==> config.mk <==
export PLATFORM = sky130hd
export DESIGN_NAME = vibratory_feeder_hopper_sequencer_core
export DESIGN_NICKNAME = d
export VERILOG_FILES = /design/src/rtl/vfhs_pkg.sv /design/src/rtl/vibratory_feeder_hopper_sequencer_core.sv
export VERILOG_INCLUDE_DIRS = /design/src /design/src/rtl
export SDC_FILE = /design/constraint.sdc
export NUM_CORES = 1
export LEC_CHECK = 0
export BUFFER_PORTS_ARGS = -buffer_cell sky130_fd_sc_hd__buf_2
export CAP_MARGIN = 20
export CORE_MARGIN = 1
export CORE_UTILIZATION = 55
export DETAILED_ROUTE_END_ITERATION = 12
export GPL_TIMING_DRIVEN = 0
export PLACE_DENSITY_LB_ADDON = 0.2
export SETUP_SLACK_MARGIN = 0.02
export SLEW_MARGIN = 25
export SYNTH_ARGS = -nofsm -noshare
export SYNTH_HDL_FRONTEND = slang
export SYNTH_SLANG_ARGS = --single-unit
==> constraint.sdc <==
create_clock -name clk_i -period 9.9 [get_ports clk_i]
set_input_delay 1.98 -clock clk_i [delete_from_list [all_inputs] [get_ports clk_i]]
set_output_delay 1.98 -clock clk_i [all_outputs]
set_load 0.02 [all_outputs]
==> src/rtl/assert_macros.svh <==
// Assertion macros used by the sequencer core.
`ifndef ASSERT_MACROS_SVH
`define ASSERT_MACROS_SVH

// Checked at every rising clock edge, switched off while reset is low.
`define ASSERT_CLK(label, prop, msg) \
  label: assert property (@(posedge clk_i) disable iff (!rst_ni) (prop)) else $error(msg);

// Implication whose property is checked in the cycle after its trigger.
`define ASSERT_NEXT(label, trig, prop, msg) \
  label: assert property (@(posedge clk_i) disable iff (!rst_ni) (trig) |=> (prop)) \
    else $error(msg);

`endif

==> src/rtl/vfhs_pkg.sv <==
`default_nettype none

package vfhs_pkg;

  // Feeder sequencer modes.
  typedef enum logic [2:0] {
    FeedStart  = 3'd0,
    FeedRamp   = 3'd1,
    FeedMoving = 3'd2,
    FeedPaused = 3'd3,
    FeedShort  = 3'd4
  } feeder_state_e;

  // Hopper sequencer modes.
  typedef enum logic [1:0] {
    HopDown       = 2'd0,
    HopWaitBottom = 2'd1,
    HopUp         = 2'd2,
    HopWaitTop    = 2'd3
  } hopper_state_e;

  // Stepper commands reported with each result word.
  typedef enum logic [1:0] {
    StepNone     = 2'd0,
    StepMove     = 2'd1,
    StepStop     = 2'd2,
    StepStopZero = 2'd3
  } stepper_cmd_e;

  // Commands carried by an input word; the spare code acts as a tick.
  typedef enum logic [1:0] {
    CmdTick        = 2'd0,
    CmdHopperStart = 2'd1,
    CmdHopperStop  = 2'd2
  } host_cmd_e;

  // Configuration register indexes.
  typedef enum logic [2:0] {
    RegCycleInterval = 3'd0,
    RegVibrationPwm  = 3'd1,
    RegPause         = 3'd2,
    RegShortMove     = 3'd3,
    RegLongMove      = 3'd4,
    RegStrokeSteps   = 3'd5
  } cfg_reg_e;

  localparam logic [15:0] PartLimit    = 16'd20;
  localparam logic [31:0] RampMs       = 32'd1000;
  localparam logic [7:0]  RampBase     = 8'd60;
  localparam logic [31:0] BottomWaitMs = 32'd10;
  localparam logic [16:0] Overtravel   = 17'd20;

  // Reciprocal of the ramp length: floor(x / 1000) == (x * RampRecip) >> RampShift
  // holds exactly for every x below 493447.
  localparam logic [18:0] RampRecip = 19'd268436;
  localparam int          RampShift = 28;

  // Register reset values.
  localparam logic [14:0] CycleIntervalRst = 15'd12000;
  localparam logic [7:0]  VibrationPwmRst  = 8'd92;
  localparam logic [14:0] PauseRst         = 15'd1000;
  localparam logic [14:0] ShortMoveRst     = 15'd60;
  localparam logic [14:0] LongMoveRst      = 15'd3000;
  localparam logic [14:0] StrokeStepsRst   = 15'd2020;
  // |92 - 60| * RampRecip, the ramp slope that belongs to the reset duty.
  localparam logic [25:0] RampSlopeRst     = 26'd8589952;

endpackage

`default_nettype wire

==> src/rtl/vibratory_feeder_hopper_sequencer_core.sv <==
// Vibratory feeder and hopper sequencer.
//
// The input channel (in_valid_i / in_stall_o) carries one word per tick or
// command: command, millisecond time, distance, bottom switch and stepper
// busy. The output channel (out_valid_o / out_stall_i) returns one result
// word per input word: feeder drive, stepper command and step count, both
// modes and the accumulated vibration time.
// The result of an accepted word is registered and valid in the cycle after
// it is accepted. Throughput is one word per cycle unless out_stall_i holds
// a pending result; the whole step, including the ramp duty product against
// a slope that is prescaled when the duty register is written, sits between
// the input ports and the state and result registers.
// While a result waits under out_stall_i, the block raises in_stall_o and
// holds its state, so the result stays unchanged until it is taken; a word
// can be accepted in the same cycle in which the pending result is taken.
// Reset loads the register defaults, puts the feeder in start mode and the
// hopper in waiting top, clears all times and drops any pending result.
// The APB port takes writes in its access cycle, pready is always high and
// reads return the stored register values.
`default_nettype none

`include "assert_macros.svh"

module vibratory_feeder_hopper_sequencer_core (
  input  wire logic                clk_i,
  input  wire logic                rst_ni,
  // Input channel.
  input  wire logic                in_valid_i,
  output logic                     in_stall_o,
  input  wire logic [1:0]          cmd_i,
  input  wire logic [31:0]         now_ms_i,
  input  wire logic [15:0]         distance_i,
  input  wire logic                limit_switch_i,
  input  wire logic                stepper_busy_i,
  // Output channel.
  output logic                     out_valid_o,
  input  wire logic                out_stall_i,
  output logic                     drive_enable_o,
  output logic [7:0]               drive_duty_o,
  output logic [1:0]               stepper_cmd_o,
  output logic signed [16:0]       move_steps_o,
  output logic [2:0]               feeder_mode_o,
  output logic [1:0]               hopper_mode_o,
  output logic [31:0]              vibration_total_ms_o,
  // Configuration port.
  input  wire logic                psel,
  input  wire logic                penable,
  input  wire logic                pwrite,
  input  wire logic [4:0]          paddr,
  input  wire logic [31:0]         pwdata,
  output logic [31:0]              prdata,
  output logic                     pready
);

  import vfhs_pkg::*;

  // Configuration registers.
  logic [14:0] cycle_interval_q;
  logic [7:0]  vibration_pwm_q;
  logic [14:0] pause_q;
  logic [14:0] short_move_q;
  logic [14:0] long_move_q;
  logic [14:0] stroke_steps_q;
  logic [25:0] ramp_slope_q, ramp_slope_d;
  logic        ramp_neg_q, ramp_neg_d;

  // Sequencer state.
  feeder_state_e feeder_q, feeder_d;
  hopper_state_e hopper_q, hopper_d;
  logic [31:0]   total_q, total_d;
  logic [31:0]   feed_time_q, feed_time_d;
  logic [31:0]   vib_start_q, vib_start_d;
  logic [31:0]   hop_time_q, hop_time_d;
  logic          motor_on_q, motor_on_d;
  logic [7:0]    motor_duty_q, motor_duty_d;

  // Result register for the parts that are not state.
  stepper_cmd_e       step_cmd_q, step_cmd_d;
  logic signed [16:0] move_steps_q, move_steps_d;
  logic               out_valid_q, out_valid_d;

  logic        in_accept;
  logic        cfg_write;
  logic [2:0]  cfg_index;

  // APB access.
  assign pready    = 1'b1;
  assign cfg_write = psel && penable && pwrite && pready;
  assign cfg_index = paddr[4:2];

  always_comb begin
    case (cfg_index)
      RegCycleInterval: prdata = {17'd0, cycle_interval_q};
      RegVibrationPwm:  prdata = {24'd0, vibration_pwm_q};
      RegPause:         prdata = {17'd0, pause_q};
      RegShortMove:     prdata = {17'd0, short_move_q};
      RegLongMove:      prdata = {17'd0, long_move_q};
      RegStrokeSteps:   prdata = {17'd0, stroke_steps_q};
      default:          prdata = 32'd0;
    endcase
  end

  // The ramp slope |duty - 60| is prescaled by the reciprocal of 1000 at write time.
  logic signed [8:0] duty_delta;
  logic [7:0]        duty_mag;
  logic [26:0]       slope_full;

  assign duty_delta   = $signed({1'b0, pwdata[7:0]}) - $signed({1'b0, RampBase});
  assign duty_mag     = duty_delta[8] ? 8'(-duty_delta) : duty_delta[7:0];
  assign slope_full   = duty_mag * RampRecip;
  assign ramp_slope_d = slope_full[25:0];
  assign ramp_neg_d   = duty_delta[8];

  always_ff @(posedge clk_i or negedge rst_ni) begin
    if (!rst_ni) begin
      cycle_interval_q <= CycleIntervalRst;
      vibration_pwm_q  <= VibrationPwmRst;
      pause_q          <= PauseRst;
      short_move_q     <= ShortMoveRst;
      long_move_q      <= LongMoveRst;
      stroke_steps_q   <= StrokeStepsRst;
      ramp_slope_q     <= RampSlopeRst;
      ramp_neg_q       <= 1'b0;
    end else if (cfg_write) begin
      case (cfg_index)
        RegCycleInterval: cycle_interval_q <= pwdata[14:0];
        RegVibrationPwm: begin
          vibration_pwm_q <= pwdata[7:0];
          ramp_slope_q    <= ramp_slope_d;
          ramp_neg_q      <= ramp_neg_d;
        end
        RegPause:       pause_q        <= pwdata[14:0];
        RegShortMove:   short_move_q   <= pwdata[14:0];
        RegLongMove:    long_move_q    <= pwdata[14:0];
        RegStrokeSteps: stroke_steps_q <= pwdata[14:0];
        default: ;
      endcase
    end
  end

  // Handshake: the state doubles as the result, so it holds while a result waits.
  assign in_stall_o  = out_valid_q && out_stall_i;
  assign in_accept   = in_valid_i && !in_stall_o;
  assign out_valid_d = in_accept || (out_valid_q && out_stall_i);

  // Feeder conditions.
  logic        part;
  logic [31:0] move_el;
  logic [31:0] feed_el;
  logic        move_stop;
  logic        in_ramp;
  logic        pause_done;
  logic        short_end;
  logic        feed_finish;
  logic [31:0] finish_el;
  logic [31:0] total_feed;

  assign part        = distance_i < PartLimit;
  assign move_el     = now_ms_i - vib_start_q;
  assign feed_el     = now_ms_i - feed_time_q;
  assign move_stop   = part || (move_el >= {17'd0, long_move_q});
  assign in_ramp     = move_el < RampMs;
  assign pause_done  = feed_el >= {17'd0, pause_q};
  assign short_end   = (feed_el >= {17'd0, short_move_q}) || !part;
  assign feed_finish = (((feeder_q == FeedRamp) || (feeder_q == FeedMoving)) && move_stop)
                    || ((feeder_q == FeedShort) && short_end);
  assign finish_el   = (feeder_q == FeedShort) ? feed_el : move_el;
  assign total_feed  = total_q + (feed_finish ? finish_el : 32'd0);

  // Ramp duty: 60 +/- floor(elapsed * |delta| / 1000), truncated toward zero.
  logic [35:0] ramp_prod;
  logic [7:0]  ramp_step;
  logic [7:0]  ramp_duty;

  assign ramp_prod = move_el[9:0] * ramp_slope_q;
  assign ramp_step = ramp_prod[RampShift +: 8];
  assign ramp_duty = ramp_neg_q ? RampBase - ramp_step : RampBase + ramp_step;

  // Feeder next state.
  always_comb begin
    feeder_d = feeder_q;
    case (feeder_q)
      FeedRamp: begin
        if (move_stop) begin
          feeder_d = FeedPaused;
        end else if (!in_ramp) begin
          feeder_d = FeedMoving;
        end
      end
      FeedMoving: begin
        if (move_stop) begin
          feeder_d = FeedPaused;
        end
      end
      FeedPaused: begin
        if (pause_done) begin
          feeder_d = part ? FeedShort : FeedStart;
        end
      end
      FeedShort: begin
        if (short_end) begin
          feeder_d = FeedPaused;
        end
      end
      default: feeder_d = FeedRamp;
    endcase
  end

  // Feeder drive and timestamps.
  always_comb begin
    motor_on_d   = motor_on_q;
    motor_duty_d = motor_duty_q;
    vib_start_d  = vib_start_q;
    feed_time_d  = feed_time_q;
    case (feeder_q)
      FeedRamp, FeedMoving, FeedShort: begin
        if (feed_finish) begin
          motor_on_d   = 1'b0;
          motor_duty_d = 8'd0;
          feed_time_d  = now_ms_i;
        end else if (feeder_q == FeedRamp) begin
          motor_on_d   = 1'b1;
          motor_duty_d = in_ramp ? ramp_duty : vibration_pwm_q;
        end
      end
      FeedPaused: begin
        if (pause_done && part) begin
          motor_on_d   = 1'b1;
          motor_duty_d = vibration_pwm_q;
          vib_start_d  = now_ms_i;
          feed_time_d  = now_ms_i;
        end
      end
      default: vib_start_d = now_ms_i;
    endcase
  end

  // Hopper conditions after the host command.
  hopper_state_e      hop_cmd;
  logic               busy_eff;
  logic               at_bottom;
  logic               hop_trigger;
  logic               hop_at_end;
  logic               hop_wait_done;
  logic [16:0]        stroke_ext;
  logic signed [16:0] down_steps;
  logic signed [16:0] up_steps;

  assign at_bottom     = !limit_switch_i;
  assign busy_eff      = stepper_busy_i || (cmd_i == CmdHopperStart);
  assign hop_trigger   = total_feed >= {17'd0, cycle_interval_q};
  assign hop_at_end    = at_bottom || !busy_eff;
  assign hop_wait_done = (now_ms_i - hop_time_q) >= BottomWaitMs;
  assign stroke_ext    = {2'b00, stroke_steps_q};
  assign down_steps    = $signed(17'd0 - (stroke_ext + Overtravel));
  assign up_steps      = $signed(stroke_ext);

  always_comb begin
    case (cmd_i)
      CmdHopperStart: hop_cmd = HopDown;
      CmdHopperStop:  hop_cmd = HopWaitTop;
      default:        hop_cmd = hopper_q;
    endcase
  end

  // Hopper next state.
  always_comb begin
    hopper_d = hop_cmd;
    case (hop_cmd)
      HopWaitTop: begin
        if (hop_trigger) begin
          hopper_d = HopDown;
        end
      end
      HopDown: begin
        if (hop_at_end) begin
          hopper_d = HopWaitBottom;
        end
      end
      HopWaitBottom: begin
        if (hop_wait_done) begin
          hopper_d = HopUp;
        end
      end
      default: begin
        if (!busy_eff) begin
          hopper_d = HopWaitTop;
        end
      end
    endcase
  end

  // Stepper command, hopper timestamp and accumulator; a hopper command overrides the host one.
  always_comb begin
    hop_time_d = hop_time_q;
    total_d    = total_feed;
    case (cmd_i)
      CmdHopperStart: begin
        step_cmd_d   = StepMove;
        move_steps_d = down_steps;
      end
      CmdHopperStop: begin
        step_cmd_d   = StepStop;
        move_steps_d = '0;
      end
      default: begin
        step_cmd_d   = StepNone;
        move_steps_d = '0;
      end
    endcase
    case (hop_cmd)
      HopWaitTop: begin
        if (hop_trigger) begin
          total_d      = 32'd0;
          step_cmd_d   = StepMove;
          move_steps_d = down_steps;
        end
      end
      HopDown: begin
        if (hop_at_end) begin
          step_cmd_d   = StepStopZero;
          move_steps_d = '0;
          hop_time_d   = now_ms_i;
        end
      end
      HopWaitBottom: begin
        if (hop_wait_done) begin
          step_cmd_d   = StepMove;
          move_steps_d = up_steps;
        end
      end
      default: ;
    endcase
  end

  // State and result registers.
  always_ff @(posedge clk_i or negedge rst_ni) begin
    if (!rst_ni) begin
      feeder_q     <= FeedStart;
      hopper_q     <= HopWaitTop;
      total_q      <= 32'd0;
      feed_time_q  <= 32'd0;
      vib_start_q  <= 32'd0;
      hop_time_q   <= 32'd0;
      motor_on_q   <= 1'b0;
      motor_duty_q <= 8'd0;
      out_valid_q  <= 1'b0;
    end else begin
      out_valid_q <= out_valid_d;
      if (in_accept) begin
        feeder_q     <= feeder_d;
        hopper_q     <= hopper_d;
        total_q      <= total_d;
        feed_time_q  <= feed_time_d;
        vib_start_q  <= vib_start_d;
        hop_time_q   <= hop_time_d;
        motor_on_q   <= motor_on_d;
        motor_duty_q <= motor_duty_d;
      end
    end
  end

  always_ff @(posedge clk_i) begin
    if (in_accept) begin
      step_cmd_q   <= step_cmd_d;
      move_steps_q <= move_steps_d;
    end
  end

  // Result word.
  assign out_valid_o          = out_valid_q;
  assign drive_enable_o       = motor_on_q;
  assign drive_duty_o         = motor_duty_q;
  assign stepper_cmd_o        = step_cmd_q;
  assign move_steps_o         = move_steps_q;
  assign feeder_mode_o        = feeder_q;
  assign hopper_mode_o        = hopper_q;
  assign vibration_total_ms_o = total_q;

  // Checks.
  `ASSERT_CLK(a_steps_only_on_move,
              !out_valid_o || (stepper_cmd_o == StepMove) || (move_steps_o == 17'sd0),
              "step count reported without a move command")
  `ASSERT_CLK(a_off_means_zero_duty, drive_enable_o || (drive_duty_o == 8'd0),
              "feeder drive off with a nonzero duty")
  `ASSERT_CLK(a_idle_feeder_motor_off,
              !((feeder_q == FeedPaused) || (feeder_q == FeedStart)) || !motor_on_q,
              "feeder motor on while paused or in start mode")
  `ASSERT_NEXT(a_start_goes_down, in_accept && (cmd_i == CmdHopperStart),
               (hopper_q == HopDown) || (hopper_q == HopWaitBottom),
               "hopper start command did not send the hopper down")

endmodule

`default_nettype wire
==> flow_metrics.tcl <==
set metrics [dict create \
    arrival_ps 10530 \
    overflow 0 \
    final-hold-violation-count 0 \
    setup_ws_ps -313.8 \
    outcome "complete, but fails checks" \
    path_clk_slew_ps 60 \
    ys.flop_type "dfrtp_1" \
    chipHeight_um 238.5 \
    async_flop_share_pct 92.94 \
    synth_common_cells "446 x inv_1, 395 x nand2_1, 317 x ha_1" \
    top_layer "met4" \
    worst_pin_slew_ps 1132 \
    fmax_mhz 97.91 \
    initial_core_util_pct 55.72 \
    dp_hpwl_um 71110 \
    critPathBufInv 11 \
    cts_tree "built" \
    violations "negative setup slack" \
    grt_max_degree 90 \
    drt-wirelength-per-cell_um 20.52 \
    die_x_um 238.5 \
    finalSetupTns_ps -7973 \
    drt_iter0_drc 2261 \
    synth_most_common_cell "inv_1" \
    slew_viol_final 0 \
    crit_slowest_cell "or3b_4" \
    slowest_delay_ps 460 \
    vias_per_cell 5.961 \
    dieArea_mm2 0.05688 \
    ant_nets 0 \
    row_count 86 \
    num-fill-cells 4687 \
    cp_max_fo 10 \
    io_buffers 153 \
    min_path_type "reg2reg" \
    ctsLongestPathBuffers 3 \
    first_global_vias 26535 \
    drive_above_1_share_pct 19.26 \
    synthTopCellsByArea "dfrtp_1 17%, ha_1 13%, fa_1 12%" \
    grt_usage_pct 32.78 \
    place_ws_ps -3113 \
    synth.ff_latch_count 269 \
    numCtsBuffers 35 \
    relSlewSlack_pct 24.00 \
    num_io_pins 196 \
    coreArea_mm2 0.05520 \
    finalSetupViolations 46 \
    critical_path_required_ps 10220 \
    synth_top_area_share_pct 16.84 \
    end_kind "flop" \
    postSynthAreaPerCell_um2 8.768 \
    yosysUniqueCellTypes 111 \
    dr.pass1.iters 6 \
    drc_errors 0 \
    dr_wl_met3_um 6446 \
    met2_length_um 44310 \
    antennaDiodeCount 0 \
    start_kind "input port" \
    synth-edff-count 19 \
    synth_area_mm2 0.03076 \
    wl_met1_um 39790 \
    ys_seq_area_share_pct 22.37 \
    root_buffer "clkbuf_16" \
    drt-total-wl_um 94410 \
    period_share_pct 103.2 \
    fin_nets 4425 \
    clock_sinks 269 \
    period_minus_slack_ps 10210 \
    yosys_warnings 0 \
    rsz0062_at_grt "yes" \
    grt_pass1_wl_um 145700 \
    cpMostUsedCell "a21oi_2" \
    yosys.area.top_type "dfrtp_1" \
    synthCells 3508 \
    num_vias 27421 \
    fin_worst_skew_ps 36.63 \
    clock_latency_ps 570 \
    cap_violations 0 \
    area_delta_synth_final_pct 16.02 \
    cp_top_family "compound AO/OA/AOI/OAI gates" \
    antenna_found_initial 0 \
    cts.htree.levels 2 \
    gp_congestion 0.9699 \
    path_class "in2reg" \
]
## metal layers
metal / vias to the layer above / global-route usage, %
li1: 12761 / -
met1: 13426 / 43.33
met2: 1000 / 54.44
met3: 234 / 4.662
met4: 0 / 12.37
met5: - / 0
## final cells by class
type	count	area, um2	share of cell area, %
plain buffers	167	904.6	2.535
well taps	748	935.9	2.622
clock buffers	44	949.7	2.661
repair buffers	270	1804	5.056
multi-input cells	2637	22360	62.65
clock inverters	19	172.7	0.4838
flip-flops and latches	269	6880	19.28
inverters	446	1683	4.715
## placed cells by master (no fill, tap or decap), types with 51 or more instances in the layout
master,instances
inv_1,444
nand2_1,391
ha_1,304
dfrtp_1,207
a21oi_1,185
fa_1,183
o21ai_0,172
buf_2,171
nor2_1,141
buf_4,122
and2_1,114
clkbuf_1,104
mux2_2,78
mux2_4,58
a21o_1,56
nor3_1,56
xnor2_1,52
nand3_1,51
## metrics by stage
stage	cells	area, um2	util [%]	hold WS [ps]
detailed placement	4429	32720	59.27	470.0
global placement	4425	32570	59.01	463.2
global route	4600	35690	64.65	498.9
floorplan	3524	30870	-	449.8
CTS	4564	34910	63.24	482.3
finish	4600	35690	64.65	478.7
## cell families after synthesis
| group | share of synthesized area (%) |
|---|---|
| buffers and inverters | 8.164 |
| flip-flops | 22.37 |
| multiplexers | 7.330 |
| XOR/XNOR | 3.075 |
| AO/OA/AOI/OAI | 17.97 |
| other | 0.02442 |
| adder cells (fa/ha/maj) | 25.00 |
| AND/OR/NAND/NOR | 16.07 |
## state kept, by name, summed over array words and instances, names as in the netlist
register	cells
ramp_neg_q	1
feed_time_q	32
ramp_slope_q	23
stepper_cmd_o	2
pause_q	15
cycle_interval_q	15
long_move_q	15
out_valid_o	1
vibration_total_ms_o	32
feeder_mode_o	3
drive_enable_o	1
hopper_mode_o	2
short_move_q	15
stroke_steps_q	15
vibration_pwm_q	8
hop_time_q	32
move_steps_o	17
vib_start_q	32
drive_duty_o	8
## final timing paths
kind / to / slack [ps] / cells past startpoint / startpoint
max: move_steps_o[6] / -310 / 48 / now_ms_i[1]
min: drive_duty_o[0] / 480 / 1 / drive_duty_o[0]
max reg2reg: move_steps_o[6] / 820 / 47 / vib_start_q[0]
min reg2reg: drive_duty_o[0] / 480 / 1 / drive_duty_o[0]
max in group asynchronous: hop_time_q[2] / 7560 / 2 / rst_ni
min in group asynchronous: stroke_steps_q[13] / 1400 / 1 / rst_ni
## timing repair
item	CTS	global route
pin swaps	37	82
hold buffers	0	0
setup buffers	74	43
gates resized for setup	117	106
cloned	1	0
setup endpoints to repair	60	60
Power is not shown: default switching activity piles up to over one toggle a cycle in this logic, so the estimate is an artifact.
